$ cat config.mk
export PLATFORM = sky130hd
export DESIGN_NAME = lss_ctrl
export DESIGN_NICKNAME = d
export VERILOG_FILES = /design/src/sv/lss_pkg.sv /design/src/sv/lss_ctrl.sv
export SDC_FILE = /design/constraint.sdc
export NUM_CORES = 1
export LEC_CHECK = 0
export BUFFER_PORTS_ARGS = -buffer_cell sky130_fd_sc_hd__buf_2
export CORE_MARGIN = 1
export CORE_UTILIZATION = 45
export CTS_CLUSTER_DIAMETER = 60
export DETAILED_ROUTE_END_ITERATION = 10
export GPL_ROUTABILITY_DRIVEN = 0
export PLACE_DENSITY = 0.7
export REMOVE_ABC_BUFFERS = 1
export SYNTH_ARGS = -nofsm -noshare
export SYNTH_HDL_FRONTEND = slang
export SYNTH_SLANG_ARGS = --single-unit
$ cat constraint.sdc
create_clock -name clk -period 3.65 [get_ports clk]
set_clock_uncertainty 0.05 [all_clocks]
set_input_delay 0 -clock clk [delete_from_list [all_inputs] [get_ports clk]]
set_output_delay 0 -clock clk [all_outputs]
set_load 0.02 [all_outputs]
$ cat src/sv/lss_pkg.sv
// Shared types, sizes and codes for the lookahead subgoal selector.
package lss_pkg;

  localparam int MAX_WAYPOINTS = 1024;
  localparam int IDX_W         = $clog2(MAX_WAYPOINTS);
  localparam int LEN_W         = $clog2(MAX_WAYPOINTS + 1);

  localparam int COORD_W       = 24;
  localparam int DIFF_W        = COORD_W + 1;
  localparam int DSQ_W         = 2 * DIFF_W;
  localparam int CFG_W         = 16;
  localparam int CFG_IDX_W     = 1;
  localparam int OUT_IDX_W     = 10;
  localparam int STATUS_W      = 3;
  localparam int KIND_W        = 2;

  localparam int IN_DATA_W     = 2 * COORD_W;
  localparam int OUT_PAYLOAD_W = 2 * COORD_W + OUT_IDX_W;
  localparam int OUT_DATA_W    = ((OUT_PAYLOAD_W + 7) / 8) * 8;

  localparam logic [CFG_IDX_W-1:0] CFG_LOOKAHEAD = 1'd0;
  localparam logic [CFG_IDX_W-1:0] CFG_TOLERANCE = 1'd1;

  localparam logic [CFG_W-1:0] LOOKAHEAD_RESET = 16'd768;
  localparam logic [CFG_W-1:0] TOLERANCE_RESET = 16'd77;

  typedef enum logic [KIND_W-1:0] {
    KIND_CLEAR  = 2'd0,
    KIND_APPEND = 2'd1,
    KIND_QUERY  = 2'd2
  } kind_t;

  typedef enum logic [STATUS_W-1:0] {
    ST_OK     = 3'd0,
    ST_INTER  = 3'd1,
    ST_FINAL  = 3'd2,
    ST_NOPATH = 3'd3,
    ST_REPLAN = 3'd4,
    ST_FULL   = 3'd5
  } status_t;

  typedef enum logic [1:0] {
    SCAN_LAST = 2'd0,
    SCAN_NEAR = 2'd1,
    SCAN_BAND = 2'd2
  } scan_mode_t;

  typedef struct packed {
    logic       capture;
    logic       clr_path;
    logic       append;
    logic       scan_start;
    scan_mode_t mode;
    logic       visit_update;
    logic       load_out;
    status_t    res;
  } dp_cmd_t;

  typedef struct packed {
    logic [KIND_W-1:0] kind;
    logic              path_empty;
    logic              path_full;
    logic              scan_busy;
    logic              near_end;
    logic              off_path;
    logic              out_free;
  } dp_stat_t;

endpackage

$ cat src/sv/lss_ctrl.sv
// Controller: sequences clear, append and the query passes over the path.
module lss_ctrl import lss_pkg::*; (
  input  logic     clk,
  input  logic     rst,
  input  logic     s_tvalid,
  output logic     s_tready,
  input  dp_stat_t stat,
  output dp_cmd_t  cmd
);

  typedef enum logic [8:0] {
    S_IDLE       = 9'b000000001,
    S_DECODE     = 9'b000000010,
    S_LAST_RUN   = 9'b000000100,
    S_LAST_CHK   = 9'b000001000,
    S_NEAR_RUN   = 9'b000010000,
    S_NEAR_CHK   = 9'b000100000,
    S_BAND_START = 9'b001000000,
    S_BAND_RUN   = 9'b010000000,
    S_RESULT     = 9'b100000000
  } state_t;

  state_t  state, state_next;
  status_t res, res_next;

  always_ff @(posedge clk) begin
    if (rst) begin
      state <= S_IDLE;
      res   <= ST_OK;
    end else begin
      state <= state_next;
      res   <= res_next;
    end
  end

  assign s_tready = (state == S_IDLE);

  always_comb begin
    state_next       = state;
    res_next         = res;
    cmd              = '0;
    cmd.mode         = SCAN_NEAR;
    cmd.res          = res;
    case (state)
      S_IDLE: begin
        if (s_tvalid) begin
          cmd.capture = 1'b1;
          state_next  = S_DECODE;
        end
      end
      S_DECODE: begin
        res_next   = ST_OK;
        state_next = S_RESULT;
        case (stat.kind)
          KIND_CLEAR: cmd.clr_path = 1'b1;
          KIND_APPEND: begin
            if (stat.path_full) begin
              res_next = ST_FULL;
            end else begin
              cmd.append = 1'b1;
            end
          end
          KIND_QUERY: begin
            if (stat.path_empty) begin
              res_next = ST_NOPATH;
            end else begin
              cmd.scan_start = 1'b1;
              cmd.mode       = SCAN_LAST;
              state_next     = S_LAST_RUN;
            end
          end
          default: ;
        endcase
      end
      S_LAST_RUN: begin
        if (!stat.scan_busy) begin
          state_next = S_LAST_CHK;
        end
      end
      S_LAST_CHK: begin
        if (stat.near_end) begin
          res_next   = ST_FINAL;
          state_next = S_RESULT;
        end else begin
          cmd.scan_start = 1'b1;
          cmd.mode       = SCAN_NEAR;
          state_next     = S_NEAR_RUN;
        end
      end
      S_NEAR_RUN: begin
        if (!stat.scan_busy) begin
          state_next = S_NEAR_CHK;
        end
      end
      S_NEAR_CHK: begin
        if (stat.off_path) begin
          // final goal was kept from the last-waypoint pass
          cmd.clr_path = 1'b1;
          res_next     = ST_REPLAN;
          state_next   = S_RESULT;
        end else begin
          cmd.visit_update = 1'b1;
          state_next       = S_BAND_START;
        end
      end
      S_BAND_START: begin
        cmd.scan_start = 1'b1;
        cmd.mode       = SCAN_BAND;
        state_next     = S_BAND_RUN;
      end
      S_BAND_RUN: begin
        if (!stat.scan_busy) begin
          res_next   = ST_INTER;
          state_next = S_RESULT;
        end
      end
      S_RESULT: begin
        if (stat.out_free) begin
          cmd.load_out = 1'b1;
          state_next   = S_IDLE;
        end
      end
      default: state_next = S_IDLE;
    endcase
  end

endmodule
# [After elaboration in Yosys (flattened, before gate mapping)]
# Cells that the tools add are included.
[totals] reg_bits=12 inputBits=11 out_inout_bits=12
[classes] eq_ne=18 muxes=33 n_reduce_logical=4
[op_table] op="9-bit two-way mux" n=9
[op_table] op="9-bit one-hot mux with 9 select lines" n=1
[op_table] op="3-bit two-way mux" n=7
[op_table] op="2-bit != test (second input constant)" n=7
[op_table] op="3-bit one-hot mux with 4 select lines" n=1
[op_table] op="1-bit two-way mux" n=11
[op_table] op="9-bit by 1-bit equality test with 1-bit output (second input constant)" n=1
[op_table] op="9-bit by 2-bit equality test with 1-bit output (second input constant)" n=1
[op_table] op="9-bit by 3-bit equality test with 1-bit output (second input constant)" n=1
[op_table] op="9-bit by 4-bit equality test with 1-bit output (second input constant)" n=1
[op_table] op="9-bit by 5-bit equality test with 1-bit output (second input constant)" n=1
[op_table] op="9-bit by 6-bit equality test with 1-bit output (second input constant)" n=1
[op_table] op="9-bit by 7-bit equality test with 1-bit output (second input constant)" n=1
[op_table] op="9-bit by 8-bit equality test with 1-bit output (second input constant)" n=1
[op_table] op="9-bit equality test (second input constant)" n=1
[op_table] op="3-bit one-hot mux with 3 select lines" n=1
[op_table] op="3-bit one-hot mux with 2 select lines" n=1
[op_table] op="5-bit AND reduction" n=1
[op_table] op="4-bit AND reduction" n=1
[op_table] op="4-bit nonzero test" n=1
[op_table] op="2-bit by 1-bit equality test with 1-bit output (second input constant)" n=1
[op_table] op="2-bit equality test (second input constant)" n=1
[op_table] op="2-bit zero test" n=1
[op_table] op="2-bit two-way mux" n=1
[op_table] op="1-bit one-hot mux with 2 select lines" n=1

# [Logic depth before layout (Yosys ltp)]
[logic_depth] ltp_word=3 depth_mapped=6 ltp_nobuf=6

# [Least setup slack after synthesis]
# Ideal clock, no wire load.
[synth_path] kind="flip-flop to flip-flop" from="register state[0]" to="register res[0]" setup_time_ps=91 arrival_ps=1639 t_required_ps=3509 slack_ps=1870 stages_incl_launch_ff=7 path_cell_list="dfxtp_1 buf_2 nor4_2 nand3_4 o221a_4 and2_4 a311oi_1"
[synth_via] elab_chain_len=3 elab_cells_between_ends=10 cone_classes="eq/ne: 7; mux: 1; reduce/logical: 2"
[synth_rtl] item="start, declared" line="lss_ctrl.sv:23" source="state_t state, state_next;"
[synth_rtl] item="start signal, assigned" line="lss_ctrl.sv:31" source="state <= state_next;"
[synth_rtl] item="9-bit by 8-bit equality test with 1-bit output, or another cell as far along" line="lss_ctrl.sv:44" source="case (state)"
[synth_rtl] item="4-bit nonzero test (no line) / 2-bit != test (equally long branches)"
[synth_rtl] item="4-bit AND reduction (no line)"
[synth_rtl] item="end signal, assigned" line="lss_ctrl.sv:32" source="res <= res_next;"
[synth_rtl] item="end, declared" line="lss_ctrl.sv:24" source="status_t res, res_next;"
# Parallel ways exist; a longest one is shown, timed or not.
# A chain may end at the register's enable or synchronous reset.

# [Final worst setup path]
[layout_path] from="register state[5]" to="register state[8]"
[layout_via] elab_chain_len=3 elab_cells_between_ends=16 cone_classes="eq/ne: 14; mux: 1; reduce/logical: 1"
[layout_rtl] item="9-bit by 3-bit equality test with 1-bit output, or another cell as far along" line="lss_ctrl.sv:44"
[layout_rtl] item="2-bit != test (no line)"
[layout_rtl] item="5-bit AND reduction (no line)"
# Parallel ways exist; a longest one is shown, timed or not.

==> results.sh <==
export IMPL_outcome="finished, final reports clean"
export IMPL_ff_latch_area_um2=240
export IMPL_clk_pin_slew_ns=0.08
export IMPL_finalMaxSlewViolations=0
export IMPL_critical_path_required_ns=3.83
export IMPL_rows=16
export IMPL_fin_crit_ns=2.44
export IMPL_place_hpwl_mm=1.78
export IMPL_postLayoutCellArea_mm2=0.00111
export IMPL_cts_root_buf="clkbuf_4"
export IMPL_synthArstFlopShare_pct=0
export IMPL_ys_flop_type="dfxtp_1"
export IMPL_insertion_delay_ns=0.28
export IMPL_cp_arrival_ns=2.61
export IMPL_fin_setup_tns_ns=0
export IMPL_clkSinkCount=12
export IMPL_slew_headroom_pct=65.4
export IMPL_synth_top_area_share_pct=25.4
export IMPL_yosysSeqAreaShare_pct=25.4
export IMPL_area_delta_synth_final_pct=16.9
export IMPL_ioPinCount=23
export IMPL_hold_viol=0
export IMPL_htree_levels=1
export IMPL_dpl_cell_area_mm2=0.00105
export IMPL_startpoint_type="register"
export IMPL_core_mm2=0.00196
export IMPL_cp_max_fo=10
export IMPL_grt_first_pass_wirelength_mm=3.57
export IMPL_worst_setup_path_type="register to register"
export IMPL_syn_inst=118
export IMPL_multi_input_area_um2=628
export IMPL_tritoncts="built"
export IMPL_fp_dieW_um=47.8
export IMPL_die_h_um=47.8
export IMPL_remaining_drc_errors=0
export IMPL_peakVddDrop_mv=0.478
export IMPL_vias=963
export IMPL_syn_area_um2=946
export IMPL_routed_via_density=5.80
export IMPL_fmax_mhz=410
export IMPL_clock_path_buffers=2
export IMPL_grt_use_total_pct=23.1
export IMPL_maxCapViolCount=0
export IMPL_synth_seq_cells=12
export IMPL_yosys_top_cells_count="dfxtp_1, nand4_1, inv_1, nor2_1"
export IMPL_synthDistinctLibCells=39
export IMPL_synth_edf_count=0
export IMPL_firstDrtPassIters=4
export IMPL_p_leak_nw=0.476
export IMPL_yosysWarnings=0
export IMPL_antenna_left=0
export IMPL_start_util_pct=48.2
export IMPL_cp_end_kind="register"
export IMPL_antenna_found_initial=0
export IMPL_routed_wl_mm=2.29
export IMPL_synthTopCellsByArea="dfxtp_1, nand4_1, ha_1"
export IMPL_holdCritPathClass="input port to register"
export IMPL_avgSynthCellArea_um2=8.02
export IMPL_grt_max_degree=12
export IMPL_fin_crit_sh_pct=66.8
export IMPL_tightest_slew_ns=0.514
export IMPL_avgRoutedWirePerCell_um=13.8
export IMPL_grt_overflow_total=0
export IMPL_cts_inserted_buffers=3
export IMPL_diodes=0
export IMPL_ctsResizeCount=0
export IMPL_drive_above_1_share_pct=26.6
export IMPL_rsz0062_at_grt="no"
export IMPL_synth_top_area_cell="dfxtp_1"
export IMPL_p_per_area_mw_per_mm2=512
export IMPL_port_buffer_count=22
export IMPL_setup_violations=0
export IMPL_drt_initial_drc_count=32
export IMPL_fin_nets=154
export IMPL_n_fill_cell=205
export IMPL_grt_pass1_vias=754
export IMPL_die_area_mm2=0.00229
-- area by class of cell --
class,count,share of cell area [%]
timing repair buffer,24,11.8
sequential,12,21.7
tap,27,3.05
inverter,10,3.39
multi-input combinational,89,56.8
clock buffer,4,3.28
-- metal layers --
metal	vias up	share of wire, %	GRT usage [%]
met5	-	0	0
met4	0	0.44	6.67
met3	2	6.3	7.92
met2	35	46	35.4
met1	438	48	30.6
li1	488	-	-
-- kinds of logic after synthesis --
family	share of synthesized area, %
and+or+nand+nor	41.9
AOI/OAI and AO/OA	18.7
buffers and inverters	8.20
DFF	25.4
adders and majority gates	3.97
xor gates and xnor gates	1.85
-- through the flow --
| stage | power, mW | instances | utilization (%) | worst slack (ns) | hold slack, ns |
|---|---|---|---|---|---|
| detailed placement | 0.453 | 160 | 53.5 | 1.71 | 0.225 |
| global route | 0.605 | 166 | 56.4 | 1.06 | 0.0664 |
| floorplan | 0.382 | 111 | - | 1.88 | 0.0191 |
| finish | 0.566 | 166 | 56.4 | 1.21 | 0.0563 |
| CTS | 0.567 | 166 | 56.4 | 1.24 | 0.0501 |
| global placement | 0.454 | 160 | 53.5 | 1.76 | 0.216 |
-- placed cells by master (no fill, tap or decap), drive strengths merged, types with 2 or more instances in the layout --
master,Yosys,routed
inv,10,10
nor2b,2,2
nor4,3,3
a311oi,3,3
a21oi,5,5
o221a,2,2
clkbuf,1,4
nor3b,4,4
o21ai,3,3
dlygate4sd3,0,2
dfxtp,12,12
xor2,2,2
o2111ai,2,2
nor2,10,10
buf,6,22
nor3,7,7
ha,3,3
and4b,2,2
nand4,12,12
nand3,6,6
and2,6,6
nand2,6,6
-- report_power, final --
group	total (mW)	switching [mW]	internal, mW
combinational	0.267	0.160	0.107
sequential	0.191	0.0366	0.154
clock	0.109	0.0479	0.0607
-- flip-flops by register name, indices dropped and copies added (netlist names) --
name / cells
state: 9
res: 3
-- repair_timing --
| item | CTS | global route |
|---|---|---|
| buffers inserted | 0 | 0 |
| hold buffers | 2 | 0 |
| endpoints found under the hold margin | 6 | 0 |
-- final timing paths --
check                start       end  slack (ns)  cells past startpoint
setup / recovery  state[5]  state[8]        1.21                      6
hold / removal     stat[2]  state[4]        0.06                      4
setup reg to reg  state[5]  state[8]        1.21                      6
hold reg to reg     res[0]    res[0]        0.47                      2
-- worst max-delay path, stage by stage, from the launching register on --
cell	delay, ns
dfxtp_1	0.42
nor4_4	0.55
nand4b_1	0.24
o221a_2	0.35
o22a_1	0.15
nor2_1	0.07
dlygate4sd3_1	0.54
No activity file was read; power rests on OpenSTA's default activity.
